===== src/sv/alst_pkg.sv =====
// Shared types, constants and helper functions of the access log status tally.
package alst_pkg;

  // Field widths.
  localparam int COUNT_W  = 40;
  localparam int TOTAL_W  = 48;
  localparam int STATUS_W = 14;
  localparam int TALLY_W  = 32;
  localparam int CLASS_W  = 2;
  localparam int PHASE_W  = 3;
  localparam int WIDE_W   = COUNT_W + TOTAL_W;

  // Configuration port geometry.
  localparam int DATA_W    = 32;
  localparam int ADDR_W    = 3;
  localparam int REG_IDX_W = 1;

  // Register indexes.
  localparam logic [REG_IDX_W-1:0] REG_ERROR   = 1'b0;
  localparam logic [REG_IDX_W-1:0] REG_SUCCESS = 1'b1;

  // Register reset values.
  localparam logic [STATUS_W-1:0] ERROR_RESET   = 14'd404;
  localparam logic [STATUS_W-1:0] SUCCESS_RESET = 14'd200;

  // Saturation limits.
  localparam logic [STATUS_W+2:0] STATUS_CAP_WIDE = 17'd9999;
  localparam logic [STATUS_W-1:0] STATUS_CAP      = 14'd9999;
  localparam logic [COUNT_W-1:0]  COUNT_CAP       = {COUNT_W{1'b1}};

  // Parser phases.
  localparam logic [PHASE_W-1:0] PH_SEARCH   = 3'd0;
  localparam logic [PHASE_W-1:0] PH_S_START  = 3'd1;
  localparam logic [PHASE_W-1:0] PH_S_SIGN   = 3'd2;
  localparam logic [PHASE_W-1:0] PH_S_DIG    = 3'd3;
  localparam logic [PHASE_W-1:0] PH_C_START  = 3'd4;
  localparam logic [PHASE_W-1:0] PH_C_SIGN   = 3'd5;
  localparam logic [PHASE_W-1:0] PH_C_DIG    = 3'd6;
  localparam logic [PHASE_W-1:0] PH_FINISHED = 3'd7;

  // Line classes.
  localparam logic [CLASS_W-1:0] LC_NONE    = 2'd0;
  localparam logic [CLASS_W-1:0] LC_ERROR   = 2'd1;
  localparam logic [CLASS_W-1:0] LC_SUCCESS = 2'd2;
  localparam logic [CLASS_W-1:0] LC_OTHER   = 2'd3;

  // Characters of interest.
  localparam logic [7:0] CH_NUL   = 8'h00;
  localparam logic [7:0] CH_TAB   = 8'h09;
  localparam logic [7:0] CH_CR    = 8'h0D;
  localparam logic [7:0] CH_SPACE = 8'h20;
  localparam logic [7:0] CH_QUOTE = 8'h22;
  localparam logic [7:0] CH_PLUS  = 8'h2B;
  localparam logic [7:0] CH_MINUS = 8'h2D;
  localparam logic [7:0] CH_DIG0  = 8'h30;
  localparam logic [7:0] CH_DIG9  = 8'h39;

  // One input item.
  typedef struct packed {
    logic [7:0] text_byte;
    logic       line_end;
  } in_item_t;

  // One result item.
  typedef struct packed {
    logic [TALLY_W-1:0]        error_count;
    logic signed [TOTAL_W-1:0] byte_total;
    logic [CLASS_W-1:0]        line_class;
  } out_item_t;

  // Parsed numbers of one finished line.
  typedef struct packed {
    logic                parsed;
    logic [STATUS_W-1:0] status_value;
    logic                status_negative;
    logic [COUNT_W-1:0]  count_value;
    logic                count_negative;
  } line_rec_t;

  // Configured status codes.
  typedef struct packed {
    logic [STATUS_W-1:0] error_status;
    logic [STATUS_W-1:0] success_status;
  } cfg_t;

  // Whitespace as the scanner sees it.
  function automatic logic is_space(input logic [7:0] c);
    return (c == CH_SPACE) || ((c >= CH_TAB) && (c <= CH_CR));
  endfunction

  // Decimal digit test.
  function automatic logic is_digit(input logic [7:0] c);
    return (c >= CH_DIG0) && (c <= CH_DIG9);
  endfunction

endpackage


===== src/sv/alst_cfg_regs.sv =====
// APB-style register file holding the error and success status codes.
module alst_cfg_regs (
  input  logic                         clk,
  input  logic                         rst_n,
  input  logic                         psel,
  input  logic                         penable,
  input  logic                         pwrite,
  input  logic [alst_pkg::ADDR_W-1:0]  paddr,
  input  logic [alst_pkg::DATA_W-1:0]  pwdata,
  output logic [alst_pkg::DATA_W-1:0]  prdata,
  output logic                         pready,
  output alst_pkg::cfg_t               cfg
);
  import alst_pkg::*;

  logic [STATUS_W-1:0]  error_status_r;
  logic [STATUS_W-1:0]  success_status_r;
  logic [REG_IDX_W-1:0] reg_idx;
  logic                 wr_en;

  // Registers sit on word boundaries.
  assign reg_idx = paddr[ADDR_W-1:2];
  assign wr_en   = psel && penable && pwrite;
  assign pready  = 1'b1;

  // Register writes.
  always_ff @(posedge clk) begin
    if (!rst_n) begin
      error_status_r   <= ERROR_RESET;
      success_status_r <= SUCCESS_RESET;
    end else if (wr_en) begin
      unique case (reg_idx)
        REG_ERROR:   error_status_r   <= pwdata[STATUS_W-1:0];
        REG_SUCCESS: success_status_r <= pwdata[STATUS_W-1:0];
        default: begin
        end
      endcase
    end
  end

  // Read data.
  always_comb begin
    unique case (reg_idx)
      REG_ERROR:   prdata = {{(DATA_W-STATUS_W){1'b0}}, error_status_r};
      REG_SUCCESS: prdata = {{(DATA_W-STATUS_W){1'b0}}, success_status_r};
      default:     prdata = '0;
    endcase
  end

  assign cfg.error_status   = error_status_r;
  assign cfg.success_status = success_status_r;

endmodule


===== src/sv/alst_parser.sv =====
// Input register and per-byte line parser that yields one record per line.
module alst_parser (
  input  logic                 clk,
  input  logic                 rst_n,
  input  logic                 in_valid,
  output logic                 in_ready,
  input  alst_pkg::in_item_t   in_data,
  output logic                 rec_valid,
  input  logic                 rec_ready,
  output alst_pkg::line_rec_t  rec
);
  import alst_pkg::*;

  logic                inq_valid_r;
  in_item_t            inq_r;
  logic                take;

  logic [PHASE_W-1:0]  phase_r, phase_nxt;
  logic                prior_r, prior_nxt;
  logic [STATUS_W-1:0] sval_r, sval_nxt;
  logic                sneg_r, sneg_nxt;
  logic [COUNT_W-1:0]  cval_r, cval_nxt;
  logic                cneg_r, cneg_nxt;

  logic                rec_valid_r;
  line_rec_t           rec_r;

  logic [7:0]          c;
  logic [3:0]          d;
  logic                c_space, c_digit, c_sign, c_minus;
  logic [STATUS_W+2:0] s_wide;
  logic [STATUS_W-1:0] s_acc;
  logic [COUNT_W+3:0]  c_wide;
  logic [COUNT_W-1:0]  c_acc;

  // A byte leaves the input register unless it ends a line and the record slot is full.
  assign take     = inq_valid_r && (!inq_r.line_end || !rec_valid_r || rec_ready);
  assign in_ready = !inq_valid_r || take;

  // Input register.
  always_ff @(posedge clk) begin
    if (!rst_n) begin
      inq_valid_r <= 1'b0;
    end else if (in_ready) begin
      inq_valid_r <= in_valid;
    end
  end

  always_ff @(posedge clk) begin
    if (in_ready && in_valid) begin
      inq_r <= in_data;
    end
  end

  // Character classes of the current byte.
  assign c       = inq_r.text_byte;
  assign d       = c[3:0];
  assign c_space = is_space(c);
  assign c_digit = is_digit(c);
  assign c_minus = (c == CH_MINUS);
  assign c_sign  = (c == CH_PLUS) || c_minus;

  // Status digit accumulate, saturating at the largest four-digit code.
  assign s_wide = {sval_r, 3'b000} + {2'b00, sval_r, 1'b0} + {{(STATUS_W-1){1'b0}}, d};
  assign s_acc  = (s_wide > STATUS_CAP_WIDE) ? STATUS_CAP : s_wide[STATUS_W-1:0];

  // Count digit accumulate, saturating at the field's full scale.
  assign c_wide = {1'b0, cval_r, 3'b000} + {3'b000, cval_r, 1'b0} + {{COUNT_W{1'b0}}, d};
  assign c_acc  = (c_wide[COUNT_W+3:COUNT_W] != 4'd0) ? COUNT_CAP : c_wide[COUNT_W-1:0];

  // Parser next state.
  always_comb begin
    phase_nxt = phase_r;
    prior_nxt = prior_r;
    sval_nxt  = sval_r;
    sneg_nxt  = sneg_r;
    cval_nxt  = cval_r;
    cneg_nxt  = cneg_r;
    if (phase_r != PH_FINISHED) begin
      if (c == CH_NUL) begin
        // A zero byte ends the text; a count already in digits still counts.
        phase_nxt = PH_FINISHED;
        prior_nxt = (phase_r == PH_C_DIG);
      end else begin
        unique case (phase_r)
          PH_SEARCH: begin
            if (prior_r && (c == CH_SPACE)) begin
              phase_nxt = PH_S_START;
              prior_nxt = 1'b0;
            end else begin
              prior_nxt = (c == CH_QUOTE);
            end
          end
          PH_S_START: begin
            if (c_space) begin
              phase_nxt = PH_S_START;
            end else if (c_sign) begin
              sneg_nxt  = c_minus;
              phase_nxt = PH_S_SIGN;
            end else if (c_digit) begin
              sval_nxt  = s_acc;
              phase_nxt = PH_S_DIG;
            end else begin
              phase_nxt = PH_FINISHED;
              prior_nxt = 1'b0;
            end
          end
          PH_S_SIGN: begin
            if (c_digit) begin
              sval_nxt  = s_acc;
              phase_nxt = PH_S_DIG;
            end else begin
              phase_nxt = PH_FINISHED;
              prior_nxt = 1'b0;
            end
          end
          PH_S_DIG: begin
            if (c_digit) begin
              sval_nxt = s_acc;
            end else if (c_space) begin
              phase_nxt = PH_C_START;
            end else if (c_sign) begin
              cneg_nxt  = c_minus;
              phase_nxt = PH_C_SIGN;
            end else begin
              phase_nxt = PH_FINISHED;
              prior_nxt = 1'b0;
            end
          end
          PH_C_START: begin
            if (c_space) begin
              phase_nxt = PH_C_START;
            end else if (c_sign) begin
              cneg_nxt  = c_minus;
              phase_nxt = PH_C_SIGN;
            end else if (c_digit) begin
              cval_nxt  = c_acc;
              phase_nxt = PH_C_DIG;
            end else begin
              phase_nxt = PH_FINISHED;
              prior_nxt = 1'b0;
            end
          end
          PH_C_SIGN: begin
            if (c_digit) begin
              cval_nxt  = c_acc;
              phase_nxt = PH_C_DIG;
            end else begin
              phase_nxt = PH_FINISHED;
              prior_nxt = 1'b0;
            end
          end
          PH_C_DIG: begin
            if (c_digit) begin
              cval_nxt = c_acc;
            end else begin
              phase_nxt = PH_FINISHED;
              prior_nxt = 1'b1;
            end
          end
          default: begin
            phase_nxt = PH_FINISHED;
            prior_nxt = 1'b0;
          end
        endcase
      end
    end
  end

  // Parser state: cleared after the last byte of every line.
  always_ff @(posedge clk) begin
    if (!rst_n) begin
      phase_r <= PH_SEARCH;
      prior_r <= 1'b0;
      sval_r  <= '0;
      sneg_r  <= 1'b0;
      cval_r  <= '0;
      cneg_r  <= 1'b0;
    end else if (take) begin
      if (inq_r.line_end) begin
        phase_r <= PH_SEARCH;
        prior_r <= 1'b0;
        sval_r  <= '0;
        sneg_r  <= 1'b0;
        cval_r  <= '0;
        cneg_r  <= 1'b0;
      end else begin
        phase_r <= phase_nxt;
        prior_r <= prior_nxt;
        sval_r  <= sval_nxt;
        sneg_r  <= sneg_nxt;
        cval_r  <= cval_nxt;
        cneg_r  <= cneg_nxt;
      end
    end
  end

  // Line record register.
  always_ff @(posedge clk) begin
    if (!rst_n) begin
      rec_valid_r <= 1'b0;
    end else if (take && inq_r.line_end) begin
      rec_valid_r <= 1'b1;
    end else if (rec_ready) begin
      rec_valid_r <= 1'b0;
    end
  end

  always_ff @(posedge clk) begin
    if (take && inq_r.line_end) begin
      rec_r.parsed          <= (phase_nxt == PH_C_DIG) ||
                               ((phase_nxt == PH_FINISHED) && prior_nxt);
      rec_r.status_value    <= sval_nxt;
      rec_r.status_negative <= sneg_nxt;
      rec_r.count_value     <= cval_nxt;
      rec_r.count_negative  <= cneg_nxt;
    end
  end

  assign rec_valid = rec_valid_r;
  assign rec       = rec_r;

endmodule


===== src/sv/alst_tally.sv =====
// Status matching, running totals and the result register.
module alst_tally (
  input  logic                 clk,
  input  logic                 rst_n,
  input  alst_pkg::cfg_t       cfg,
  input  logic                 rec_valid,
  output logic                 rec_ready,
  input  alst_pkg::line_rec_t  rec,
  output logic                 out_valid,
  input  logic                 out_ready,
  output alst_pkg::out_item_t  out_data
);
  import alst_pkg::*;

  logic [TALLY_W-1:0] err_r, err_nxt;
  logic [TOTAL_W-1:0] sum_r, sum_nxt;
  logic [CLASS_W-1:0] cls;
  logic               out_valid_r;
  out_item_t          out_r;
  logic               move;
  logic               neg_blocks;
  logic               err_hit, suc_hit;
  logic [WIDE_W-1:0]  mag_w, neg_w;
  logic [TOTAL_W-1:0] delta;

  // A record moves on when the result register is free or being emptied.
  assign rec_ready = !out_valid_r || out_ready;
  assign move      = rec_valid && rec_ready;

  // A negative status matches only when its magnitude is zero.
  assign neg_blocks = rec.status_negative && (rec.status_value != '0);
  assign err_hit    = !neg_blocks && (rec.status_value == cfg.error_status);
  assign suc_hit    = !neg_blocks && (rec.status_value == cfg.success_status);

  // Signed byte count reduced to the total's width.
  assign mag_w = {{TOTAL_W{1'b0}}, rec.count_value};
  assign neg_w = {WIDE_W{1'b0}} - mag_w;
  assign delta = rec.count_negative ? neg_w[TOTAL_W-1:0] : mag_w[TOTAL_W-1:0];

  // Classification; the error code takes precedence.
  always_comb begin
    err_nxt = err_r;
    sum_nxt = sum_r;
    cls     = LC_NONE;
    if (rec.parsed) begin
      priority if (err_hit) begin
        err_nxt = err_r + 1'b1;
        cls     = LC_ERROR;
      end else if (suc_hit) begin
        sum_nxt = sum_r + delta;
        cls     = LC_SUCCESS;
      end else begin
        cls     = LC_OTHER;
      end
    end
  end

  // Running totals.
  always_ff @(posedge clk) begin
    if (!rst_n) begin
      err_r <= '0;
      sum_r <= '0;
    end else if (move) begin
      err_r <= err_nxt;
      sum_r <= sum_nxt;
    end
  end

  // Result register.
  always_ff @(posedge clk) begin
    if (!rst_n) begin
      out_valid_r <= 1'b0;
    end else if (move) begin
      out_valid_r <= 1'b1;
    end else if (out_ready) begin
      out_valid_r <= 1'b0;
    end
  end

  always_ff @(posedge clk) begin
    if (move) begin
      out_r.error_count <= err_nxt;
      out_r.byte_total  <= sum_nxt;
      out_r.line_class  <= cls;
    end
  end

  assign out_valid = out_valid_r;
  assign out_data  = out_r;

endmodule


===== src/sv/access_log_status_byte_tally_core.sv =====
// Top level of the access log status tally.
//
// Log text enters one byte per item on the in_ channel (valid/ready), with
// line_end set on the last byte of each line. For every line the block finds
// the first quote followed by a space, reads a status and a byte count after
// it, and on the line's last byte delivers one item on the out_ channel with
// the running error count, the running byte total and the line's class.
// Bytes without line_end deliver nothing.
// Throughput is one byte per cycle while in_ready stays high. A line's last
// byte passes the input register and parser into the line record register,
// then the status match and total update into the result register.
// When the receiver stalls, the result register holds its item and the line
// record register behind it still takes one more line; bytes that do not end a
// line keep flowing, so in_ready falls only when a line's last byte finds both
// registers full.
// The status codes are set through the APB-style port (error code at 0x0,
// success code at 0x4). The codes must be written only while the block is idle;
// the block itself does not enforce this. Synchronous reset clears the parser,
// the totals and the valid flags and restores the codes to 404 and 200.
module access_log_status_byte_tally_core (
  input  logic                         clk,
  input  logic                         rst_n,
  input  logic                         in_valid,
  output logic                         in_ready,
  input  alst_pkg::in_item_t           in_data,
  output logic                         out_valid,
  input  logic                         out_ready,
  output alst_pkg::out_item_t          out_data,
  input  logic                         psel,
  input  logic                         penable,
  input  logic                         pwrite,
  input  logic [alst_pkg::ADDR_W-1:0]  paddr,
  input  logic [alst_pkg::DATA_W-1:0]  pwdata,
  output logic [alst_pkg::DATA_W-1:0]  prdata,
  output logic                         pready
);
  import alst_pkg::*;

  cfg_t      cfg;
  logic      rec_valid;
  logic      rec_ready;
  line_rec_t rec;

  // Status code registers.
  alst_cfg_regs u_cfg (
    .clk     (clk),
    .rst_n   (rst_n),
    .psel    (psel),
    .penable (penable),
    .pwrite  (pwrite),
    .paddr   (paddr),
    .pwdata  (pwdata),
    .prdata  (prdata),
    .pready  (pready),
    .cfg     (cfg)
  );

  // Byte parser.
  alst_parser u_parser (
    .clk       (clk),
    .rst_n     (rst_n),
    .in_valid  (in_valid),
    .in_ready  (in_ready),
    .in_data   (in_data),
    .rec_valid (rec_valid),
    .rec_ready (rec_ready),
    .rec       (rec)
  );

  // Totals and result register.
  alst_tally u_tally (
    .clk       (clk),
    .rst_n     (rst_n),
    .cfg       (cfg),
    .rec_valid (rec_valid),
    .rec_ready (rec_ready),
    .rec       (rec),
    .out_valid (out_valid),
    .out_ready (out_ready),
    .out_data  (out_data)
  );

endmodule


===== config.mk =====
export PLATFORM = sky130hd
export DESIGN_NAME = access_log_status_byte_tally_core
export DESIGN_NICKNAME = d
export VERILOG_FILES = /design/src/sv/alst_pkg.sv /design/src/sv/alst_cfg_regs.sv /design/src/sv/alst_parser.sv /design/src/sv/alst_tally.sv /design/src/sv/access_log_status_byte_tally_core.sv
export SDC_FILE = /design/constraint.sdc
export NUM_CORES = 1
export LEC_CHECK = 0
export BUFFER_PORTS_ARGS = -buffer_cell sky130_fd_sc_hd__buf_2
export CAP_MARGIN = 15
export CORE_ASPECT_RATIO = 0.75
export CORE_UTILIZATION = 45
export DETAILED_ROUTE_END_ITERATION = 10
export GPL_TIMING_DRIVEN = 1
export SETUP_SLACK_MARGIN = 0.3
export SLEW_MARGIN = 0
export SYNTH_ARGS = -nofsm -noshare
export SYNTH_HDL_FRONTEND = slang
export SYNTH_SLANG_ARGS = --single-unit

===== constraint.sdc =====
create_clock -name clk -period 6.3 [get_ports clk]
set_input_delay 0.315 -clock clk [delete_from_list [all_inputs] [get_ports clk]]
set_output_delay 0.315 -clock clk [all_outputs]
set_load 0.05 [all_outputs]

-- Yosys cells after proc, flatten, opt, wreduce, memory -nomap -nowiden
Cells that the tools add are included.
- bits of input ports: 51
- memories: 0
- register bits after elaboration: 319
- bits in writable memories: 0
- logic and storage cells: 160
- bits in latches: 0
- bits in read-only memories: 0
- multiply operators: 0
- divide/modulo/power cells: 0
- reductions and logical operators: 38
- eq/ne operators: 15
- bitwise logic cells: 2
- magnitude comparators: 5
- mux-type cells: 69
- add/sub/neg operators: 7
- shifts and indexed selects: 0
- operator list (operator ; number):
    $mux 40 ; 7
    $mux 48 ; 4
    $mux 14 ; 7
    $pmux 40 s2 ; 1
    $mux 32 ; 2
    $pmux 32 s2 ; 1
    $add 48x48->48 ; 1
    $add 43x41->44 ; 1
    $add 44x4->44 ; 1
    $sub 1x40->41 const A ; 1
    $mux 3 ; 12
    $add 32x1->32 const B ; 1
    $eq 8x6->1 const B ; 4
    $mux 1 ; 30
    $eq 14x14->1 ; 2
    $pmux 14 s2 ; 1
    $pmux 3 s7 ; 1
    $add 17x15->17 ; 1
    $add 17x4->17 ; 1
    $gt 17x14->1 const B ; 1
    $eq 3x3->1 const B ; 5
    $reduce_bool 14->1 ; 1
    $logic_and 1x1->1 ; 13
    $reduce_or 2->1 ; 5
    other kinds (18) ; 32

-- Depth between registers and ports, before layout
Gate-level depths: netlist of run 1.
- word-level depth: 11
- mapped depth: 23
- mapped depth without buffers: 22

-- Hierarchy
Synthesis of run 1 repeated with hierarchy kept, for this count alone.
- cells, all modules: 2476
- area, all modules: 21750.9 sq um
- by module, submodules not included (module ; cells each ; area an instance (sq um) ; times used):
    alst_tally ; 1213 ; 10596.4 ; 1
    alst_parser ; 1112 ; 9695.5 ; 1
    alst_cfg_regs ; 151 ; 1458.9 ; 1

-- Worst setup path before layout of run 1
OpenSTA, ideal clock, no wires.
- kind: register to register
- from: reg u_parser.rec_r, in the netlist u_parser.rec[11]
- to: reg u_tally.out_r, in the netlist u_tally.out_data[48] (data pin)
- setup time: 0.268 ns
- path slack: 1.184 ns
- period minus slack after synthesis: 5.116 ns
- cell stages (with the launch flop): 22
- arrival time: 4.848 ns
- required time: 6.032 ns
- buffers on the path: 0
- cell sequence: edfxtp_1 -> or4_4 -> nor4_4 -> nand2b_1 -> or2_4 -> or3_1 -> or3_1 -> o21ai_1 -> nand2_1 -> xor2_1 -> ha_1 -> a21o_1 -> a21oi_1 -> o221ai_1 -> a31oi_1 -> nor2_1 -> a211oi_1 -> o21ai_0 -> a221oi_1 -> o21ai_1 -> xnor2_1 -> o21ai_0
- word-level cells in the longest chain between the ends: 6
- ends and longest elaborated chain (item ; RTL line ; RTL):
    from (decl) ; alst_parser.sv:26 ; line_rec_t rec_r;
    $sub 1x40->41 ; alst_tally.sv:37 ; assign neg_w = {WIDE_W{1'b0}} - mag_w;
    $mux 48 (*) ; alst_tally.sv:38 ; assign delta = rec.count_negative ? neg_w[TOTAL_W-1:0] : mag_w[TOTAL_W-1:0];
    $add 48x48->48 (*) ; alst_tally.sv:50 ; sum_nxt = sum_r + delta;
    $mux 48 (*) ; alst_tally.sv:49 ; end else if (suc_hit) begin
    $mux 48 (*) ; alst_tally.sv:46 ; priority if (err_hit) begin
    $mux 48 (*) ; alst_tally.sv:45 ; if (rec.parsed) begin
    via u_tally.sum_nxt[46] ; alst_tally.sv:16 ; logic [TOTAL_W-1:0] sum_r, sum_nxt;
    to (decl) ; alst_tally.sv:19 ; out_item_t out_r;
The timed path passes the listed nets; every way through them passes the cells marked *.
A chain may end at the register's enable or synchronous reset.

-- Worst setup path after layout of run 1
- from: reg u_parser.rec_r, in the netlist u_parser.rec[11]
- to: reg u_tally.out_r, in the netlist u_tally.out_data[44] (data pin)
Same word-level chain as after synthesis.

==> reports/results.tsv, run 1 <==
metric	value	unit
powerDensity	200	nW/um2
r2r-end	u_tally.out_data[44]	
tightest_slew	1.06	ns
syn_area	20500	um2
fp.dieH	187	um
synth_edf_count	148	
num_vias	17300	
synth_cells	2346	
cp.required	6.57	ns
port_buffers	128	
synth_top_cell_area_share	0.217	
finClkSkew	0.0176	ns
gp_congestion	0.921	
antenna_found_initial	0	
reg2regPathDepth	21	
yosys_most_used_dff	dfxtp_1	
start_util	0.457	
hp-class	input port to register	
fin_crit	5.52	ns
tns	0	ns
cp.arrival	5.79	ns
drv_cap	0	
ys_ff_latch	319	
final_util	0.509	
drt_first_iter_violations	1482	
cts_tree	built	
critical_path_class	register to register	
num_rows	67	
vdd_drop_max	145	uV
startpoint_type	register	
nets	2647	
finalMaxSlewViolations	0	
syn_avg_cell_area	8.74	um2
slowest_delay	0.60	ns
grt_pass1_wl	85.3	mm
leakage	9.47	nW
die_w	248	um
viasPerCell	5.69	
final.period_utilization	0.876	
dp_cells	2972	
wire_per_inst	17.4	um
drt_first_pass_iters	5	
hold_path_end	u_cfg.success_status_r[9]	
setup_viol	0	
status	completed	
synth_cell_types	85	
drc	0	
crit_fanout	6	
clockBufferDepth	3	
nFillCells	4089	
dpl.hpwl	39.2	mm
critPathCaptureType	register	
power	4.57	mW
critPathSlowestCell	or4_4	
totalWireLength	53.1	mm
cts_buffers	35	
yosys_warnings	0	
antenna_cells	0	
clock_latency	0.54	ns
clk_pin_slew	0.06	ns
cts_root_buffer	clkbuf_16	
grt_max_degree	76	
final_cell_mix	nand2_1, nor2_1, a21oi_1, dfxtp_1, o21ai_0	
fmax	181	MHz
crit-reg2reg-launch	u_parser.rec[11]	
rsz0062_at_grt	no	
cts_sinks	319	
min_delay_path_depth	3	
maxSlewHeadroom	0.292	
synth.area.top_cells	edfxtp_1, dfxtp_1, ha_1	
core-area	44800	um2
first_global_vias	15800	
ioPinCount	168	
layout_commonest_cell	nand2_1	
hp-start	pwdata[9]	
hold_violations	0	
r2r_slack	0.78	ns
ys_seq_area_frac	0.384	
grt_use_total	0.223	
drive_gt1_frac	0.0983	
htreeDepth	2	
crit_chain	or4_4 -> nor4_4 -> nand2b_1 -> or2_4 -> or3_1 -> or3_1 -> o21ai_2 -> nand2_1 -> xor2_1 -> ha_1 -> a21o_1 -> a21oi_1 -> o221ai_1 -> a31oi_1 -> nor2_1 -> a211oi_1 -> o21ai_1 -> a221oi_2 -> buf_4 -> xor2_1 -> o21ai_0	
async_flop_share	0	
areaGrowthSynthToFinish	11.2	%
ant_nets	0	
grt_overflow_total	0	
die_area	46400	um2
yosys.area.top_type	edfxtp_1	
fin_cells	3049	
## logic make-up (layout without fill, tap and decap cells)
family	count (synthesis)	in the layout	synth area share
xor gates and xnor gates	215	215	0.0918
buffers and inverters	189	289	0.0389
other	2	19	0.000366
and+or+nand+nor	824	824	0.185
muxes	21	21	0.0115
adders and majority gates	160	160	0.0995
AOI/OAI and AO/OA	616	616	0.190
DFF	319	319	0.384
## final cells by class
class | count | area, um2 | area share
multi-input cells | 1855 | 11900 | 0.523
well taps | 586 | 733 | 0.0321
clock buffers | 47 | 951 | 0.0417
repair buffers | 158 | 896 | 0.0393
clock inverters | 17 | 174 | 0.00762
flip-flops and latches | 319 | 7870 | 0.345
inverters | 67 | 255 | 0.0112
## stage by stage
step                      setup WS (ns)  hold slack [ns]  area, um2
after CTS                         0.556          0.00943      22800
after global placement            0.630            0.461      21500
final                             0.780           0.0305      22800
after detailed placement          0.565            0.468      21500
after global routing              0.319           0.0214      22800
after floorplan                    1.18            0.414      20600
## worst max-delay path, delay by kind of cell, from the launching register on
family          cells  cell delay [ns]
compound gates      9             1.81
simple gates        8             2.14
xor+xnor            2             0.32
fa+ha+maj           1             0.36
buf+inv             1             0.18
flops               1             0.43
## report_power, final
part / switching, mW / total, mW / internal, mW / leakage (nW)
Clock: 0.871 / 2.03 / 1.16 / 0.551
Combinational: 0.226 / 0.318 / 0.0923 / 6.13
Sequential: 0.0306 / 2.22 / 2.19 / 2.79
Total: 1.13 / 4.57 / 3.44 / 9.47
## sequential cells by signal (all words and copies together) (netlist names), 8 cells and up
register and count:
u_cfg.error_status_r 14, u_cfg.success_status_r 14, u_tally.sum_r 48, u_tally.err_r 32
u_parser.sval_r 14, u_parser.c 8, u_parser.rec 57, u_tally.out_data 82
u_parser.cval_r 40
## per-layer routing
layer | routed length (um) | track usage | part of all wire
met5 | 0 | 0 | 0
met4 | 996 | 0.0492 | 0.019
met3 | 3080 | 0.0244 | 0.058
met2 | 22000 | 0.327 | 0.41
met1 | 27000 | 0.349 | 0.51
## how the worst max path moves through the flow
stage                                start              endpoint  slack, ns
after detailed placement  u_parser.rec[11]  u_tally.out_data[46]       0.57
final                     u_parser.rec[11]  u_tally.out_data[44]       0.78
after global placement    u_parser.rec[11]  u_tally.out_data[48]       0.63
after CTS                 u_parser.rec[11]  u_tally.out_data[46]       0.56
after global routing      u_parser.rec[11]  u_tally.out_data[48]       0.32
after floorplan           u_parser.rec[11]  u_tally.out_data[48]       1.18
## what timing repair did
action | in CTS | in global routing
setup buffers | 0 | 1
gates resized for setup | 0 | 4
endpoints found under the setup margin | 0 | 7
hold buffers | 12 | 0
endpoints found under the hold margin | 12 | 0
## Yosys cell counts, types with 49 or more instances
| library cell | n |
|---|---|
| ha_1 | 155 |
| a21o_1 | 49 |
| xor2_1 | 101 |
| clkbuf_1 | 93 |
| nand2_1 | 350 |
| inv_1 | 66 |
| xnor2_1 | 114 |
| o21ai_0 | 161 |
| nand3_1 | 59 |
| edfxtp_1 | 148 |
| a21oi_1 | 184 |
| dfxtp_1 | 171 |
| nor2_1 | 187 |
Note: power is estimated with default switching activity, not from simulation.
==> run 2, diff against run 1 <==
CTS_CLUSTER_DIAMETER = 80   (was default)
HOLD_SLACK_MARGIN = 0.1   (was default)
==> run 2 against run 1 <==
Effect of this change:
- clock power rose by 8%
- hold slack improved by 0.076 ns
- cell count increased by 0.43%
- sequential cell count stayed put
==> reports/results.tsv, run 2 (same netlist as run 1, synthesis figures left out) <==
metric	value	unit	change
gp_congestion	0.921		unchanged
crit_fanout	5		was 6
grt_overflow_total	0		unchanged
dpl.hpwl	39.2	mm	unchanged
antenna_cells	0		unchanged
die_w	248	um	unchanged
postPlaceCellArea	21500	um2	unchanged
first_global_vias	16000		was 15.8k
viasPerCell	5.67		was 5.69
final_area	23000	um2	was 22800 um2
cts_root_buffer	clkbuf_16		unchanged
final_cell_mix	nand2_1, nor2_1, a21oi_1, dfxtp_1, o21ai_0		unchanged
finalMaxSlewViolations	0		unchanged
leakage	9.57	nW	was 9.47 nW
startpoint_type	register		unchanged
grt_pass1_wl	85.9	mm	was 85.3 mm
clock_latency	0.54	ns	about the same
nets	2660		was 2647
fin_hold_ws	0.107	ns	was 0.0305 ns
maxSlewHeadroom	0.273		was 0.292
vdd_drop_max	149	uV	was 145 uV
power	4.74	mW	was 4.57 mW
port_buffers	128		unchanged
wire_per_inst	17.5	um	was 17.4 um
num_vias	17400		was 17.3k
drv_cap	0		unchanged
num_rows	67		unchanged
fmax	174	MHz	was 181 MHz
ant_nets	0		unchanged
layout_commonest_cell	nand2_1		unchanged
areaGrowthSynthToFinish	12.3	%	was 11.2%
crit_buf_inv	0		was 1
finClkSkew	0.0173	ns	was 0.0176 ns
clk_pin_slew	0.06	ns	about the same
cp_top_family	simple AND/OR/NAND/NOR gates		unchanged
grt_use_total	0.225		was 0.223
critical_path_class	register to register		unchanged
start_util	0.457		unchanged
largest_register_ffs	82		unchanged
rsz0062_at_grt	yes		was no
grt_busiest_layer	met1		unchanged
htreeDepth	2		unchanged
antenna_found_initial	0		unchanged
cp.arrival	6.00	ns	was 5.79 ns
grt_util_met3	0.0309		was 0.0244
drt_first_pass_iters	6		was 5
final.period_utilization	0.910		was 0.876
fin_crit	5.73	ns	was 5.52 ns
status	completed		unchanged
grt_max_degree	76		unchanged
core-area	44800	um2	unchanged
drc	0		unchanged
hp-class	input port to register		unchanged
tns	0	ns	unchanged
critPathCaptureType	register		unchanged
die_area	46400	um2	unchanged
crit_chain	or4_4 -> nor4_4 -> nand2b_1 -> or2_4 -> or3_1 -> or3_1 -> o31ai_1 -> xnor2_1 -> ha_1 -> nand2_1 -> nor2_1 -> and4_1 -> and4_1 -> nor3_1 -> o21ai_0 -> a2111oi_0 -> a21oi_1 -> xnor2_1 -> o21ai_0		was or4_4 -> nor4_4 -> nand2b_1 -> or2_4 -> or3_1 -> or3_1 -> o21ai_2 -> nand2_1 -> xor2_1 -> ha_1 -> a21o_1 -> a21oi_1 -> o221ai_1 -> a31oi_1 -> nor2_1 -> a211oi_1 -> o21ai_1 -> a221oi_2 -> buf_4 -> xor2_1 -> o21ai_0
cp.required	6.57	ns	about the same
totalWireLength	53.5	mm	was 53.1 mm
clockBufferDepth	3		unchanged
drive_gt1_frac	0.100		was 0.0983
powerDensity	206	nW/um2	was 200 nW/um2
critPathSlowestCell	or4_4		unchanged
hold_violations	0		unchanged
tightest_slew	1.09	ns	was 1.06 ns
setup_viol	0		unchanged
met2_usage	0.327		about the same
cts_sinks	319		unchanged
fp.dieH	187	um	unchanged
cts_tree	built		unchanged
drt_first_iter_violations	1456		was 1482
ioPinCount	168		unchanged
slowest_delay	0.60	ns	about the same
cts_buffers	36		was 35
grtUsageMet1	0.348		was 0.349
==> run 2: path summary, 6_finish.rpt <==
path / slack [ns] / to / cells past startpoint / from
setup / recovery: 0.57 / u_tally.out_data[40] / 19 / u_parser.rec[11]
hold / removal: 0.11 / u_tally.out_valid / 4 / out_ready
setup reg to reg: 0.57 / u_tally.out_data[40] / 19 / u_parser.rec[11]
hold reg to reg: 0.48 / u_tally.sum_r[28] / 2 / u_tally.sum_r[28]
==> run 2: repair_timing <==
item                                    4_1_cts  5_1_grt
setup buffers                                 0        1
endpoints found under the setup margin        0        6
hold endpoints to repair                     38        0
hold buffers                                 24        0
resized for setup                             0        3
==> run 2: per-layer routing <==
metal,share of wire,vias to the layer above
met3,0.063,71
li1,-,8634
met2,0.41,593
met1,0.50,8069
met4,0.020,0
met5,0,-
==> run 2: cell type report <==
class | count | area [um2]
well taps | 586 | 733
clock buffers | 50 | 1020
flip-flops and latches | 319 | 7870
fillers | 4068 | 21800
multi-input cells | 1855 | 11900
inverters | 67 | 255
repair buffers | 170 | 1020
clock inverters | 15 | 210
==> run 2: tightest hold or removal path: stages <==
cell and delay, ns:
buf_2 0.08, nor2b_1 0.07, nor2_1 0.09, nor2_1 0.04
==> run 2: power breakdown <==
part	switching, mW	internal [mW]
Sequential	0.0308	2.19
Clock	0.883	1.31
Combinational	0.227	0.0971
==> run 2: metrics by stage <==
| stage | util | setup slack (ns) | instances |
|---|---|---|---|
| floorplan | - | 1.18 | 2363 |
| finish | 0.514 | 0.569 | 3062 |
| global placement | 0.480 | 0.630 | 2972 |
| CTS | 0.513 | 0.571 | 3061 |
| global route | 0.514 | 0.289 | 3062 |
| detailed placement | 0.480 | 0.565 | 2972 |
==> run 3, diff against run 2 <==
CORE_UTILIZATION = 61   (was 45)
PLACE_DENSITY_LB_ADDON = 0.3   (was default)
TNS_END_PERCENT = 1   (was default)
==> run 3 against run 2 <==
Effect of this change:
- global-route usage grew 7.8 points
- maximum frequency grew 1.7%
- cell area shrank 1.8%
- sequential power is essentially flat
- combinational power shrank 2%
- largest cell class unchanged
==> reports/results.tsv, run 3 (same netlist as run 1, synthesis figures left out) <==
metric	value	unit	change
status	completed		unchanged
hold_violations	0		unchanged
tightest_slew	1.14	ns	was 1.09 ns
clockBufferDepth	3		unchanged
fin_crit	5.63	ns	was 5.73 ns
drc	0		unchanged
nets	2654		was 2660
finalMaxSlewViolations	0		unchanged
cts_buffers	31		was 36
setup_viol	0		unchanged
ant_nets	0		unchanged
layout_commonest_cell	nand2_1		unchanged
grt_max_degree	78		was 76
cts_sinks	319		unchanged
start_util	0.626		was 0.457
areaGrowthSynthToFinish	10.3	%	was 12.3%
die_area	34400	um2	was 46400 um2
nFillCells	2541		was 4068
core-area	32700	um2	was 44800 um2
fp.dieH	161	um	was 187 um
crit_fanout	6		was 5
drt_first_pass_iters	6		unchanged
seq_area	7870	um2	unchanged
grt_pass1_wl	84.2	mm	was 85.9 mm
cp.required	6.63	ns	was 6.57 ns
antenna_found_initial	0		unchanged
viasPerCell	6.14		was 5.67
dpl.hpwl	38.3	mm	was 39.2 mm
tns	0	ns	unchanged
largest_register_ffs	82		unchanged
ioPinCount	168		unchanged
worst_slack	0.667	ns	was 0.569 ns
rsz0062_at_grt	yes		unchanged
leakage	9.44	nW	was 9.57 nW
htreeDepth	1		was 2
fmax	178	MHz	was 174 MHz
finClkSkew	0.0287	ns	was 0.0173 ns
cts_tree	built		unchanged
final.period_utilization	0.894		was 0.910
cp.arrival	5.96	ns	was 6.00 ns
hp-class	input port to register		unchanged
first_global_vias	16600		was 16.0k
drt_first_iter_violations	1579		was 1456
totalWireLength	52.5	mm	was 53.5 mm
cts_root_buffer	clkbuf_16		unchanged
grt_overflow_total	0		unchanged
num_rows	57		was 67
clk_pin_slew	0.07	ns	was 0.06 ns
antenna_cells	0		unchanged
startpoint_type	register		unchanged
num_vias	17900		was 17.4k
port_buffers	128		unchanged
multi_input_area	11900	um2	about the same
final_cell_mix	nand2_1, nor2_1, a21oi_1, dfxtp_1, o21ai_0		unchanged
grt_use_total	0.303		was 0.225
powerDensity	194	nW/um2	was 206 nW/um2
maxSlewHeadroom	0.237		was 0.273
drive_gt1_frac	0.0948		was 0.100
wire_per_inst	18.0	um	was 17.5 um
die_w	214	um	was 248 um
vdd_drop_max	177	uV	was 149 uV
critical_path_class	register to register		unchanged
gp_congestion	0.932		was 0.921
clock_latency	0.60	ns	was 0.54 ns
pre_cts_ws	0.397	ns	was 0.565 ns
critPathCaptureType	register		unchanged
drv_cap	0		unchanged
-- run 3: metal layers --
metal  track usage  vias to the layer above  part of all wire
li1              -                     8629                 -
met1         0.449                     8402              0.46
met2         0.462                      738              0.43
met3        0.0381                       96             0.080
met4        0.0821                        0             0.027
met5             0                        -                 0
-- run 3: layout make-up --
class | count | share of cell area
Sequential cell | 319 | 0.348
Multi-Input combinational cell | 1855 | 0.528
Clock inverter | 16 | 0.00775
Tap cell | 442 | 0.0245
Inverter | 67 | 0.0112
Timing Repair Buffer | 169 | 0.0447
Clock buffer | 42 | 0.0361
-- run 3: final timing paths --
path | slack (ns) | depth (start not counted) | start | endpoint
max reg2reg | 0.67 | 21 | u_parser.rec[11] | u_tally.out_data[44]
min reg2reg | 0.48 | 2 | u_tally.sum_r[19] | u_tally.sum_r[19]
max | 0.67 | 21 | u_parser.rec[11] | u_tally.out_data[44]
min | 0.27 | 2 | rst_n | u_cfg.success_status_r[7]
-- run 3: through the flow --
stage	utilization	power [mW]	hold WS, ns	area, um2	cells
after floorplan	-	2.50	0.414	20600	2363
after global placement	0.652	2.56	0.461	21400	2826
after detailed placement	0.652	2.57	0.470	21400	2826
after CTS	0.690	4.40	0.248	22600	2909
after global routing	0.691	4.51	0.277	22600	2910
final	0.691	4.39	0.271	22600	2910
-- run 3: repair_timing --
action | in CTS | in global routing
buffers inserted | 0 | 1
endpoints found under the setup margin | 0 | 7
hold buffers | 25 | 0
resized for setup | 0 | 4
hold endpoints to repair | 39 | 0
-- run 3: critical path: stages, from the launching register on --
cell and delay, ns:
edfxtp_1 0.44, or4_4 0.60, nor4_4 0.19, nand2b_1 0.12, or2_4 0.26, or3_1 0.41, or3_1 0.41, o21ai_2 0.22
nand2_1 0.12, xor2_1 0.16, ha_1 0.36, a21o_1 0.20, a21oi_1 0.20, o221ai_1 0.16, a31oi_1 0.27, nor2_1 0.09
a211oi_1 0.22, o21ai_1 0.15, a221oi_2 0.35, buf_4 0.17, xor2_1 0.18, o21ai_0 0.10
-- run 3: report_power, final --
part | total [mW] | leakage, nW | switching, mW | internal [mW]
registers | 2.22 | 2.79 | 0.0349 | 2.19
logic | 0.319 | 6.17 | 0.222 | 0.0964
clock network | 1.85 | 0.478 | 0.808 | 1.04
total | 4.39 | 9.44 | 1.07 | 3.32
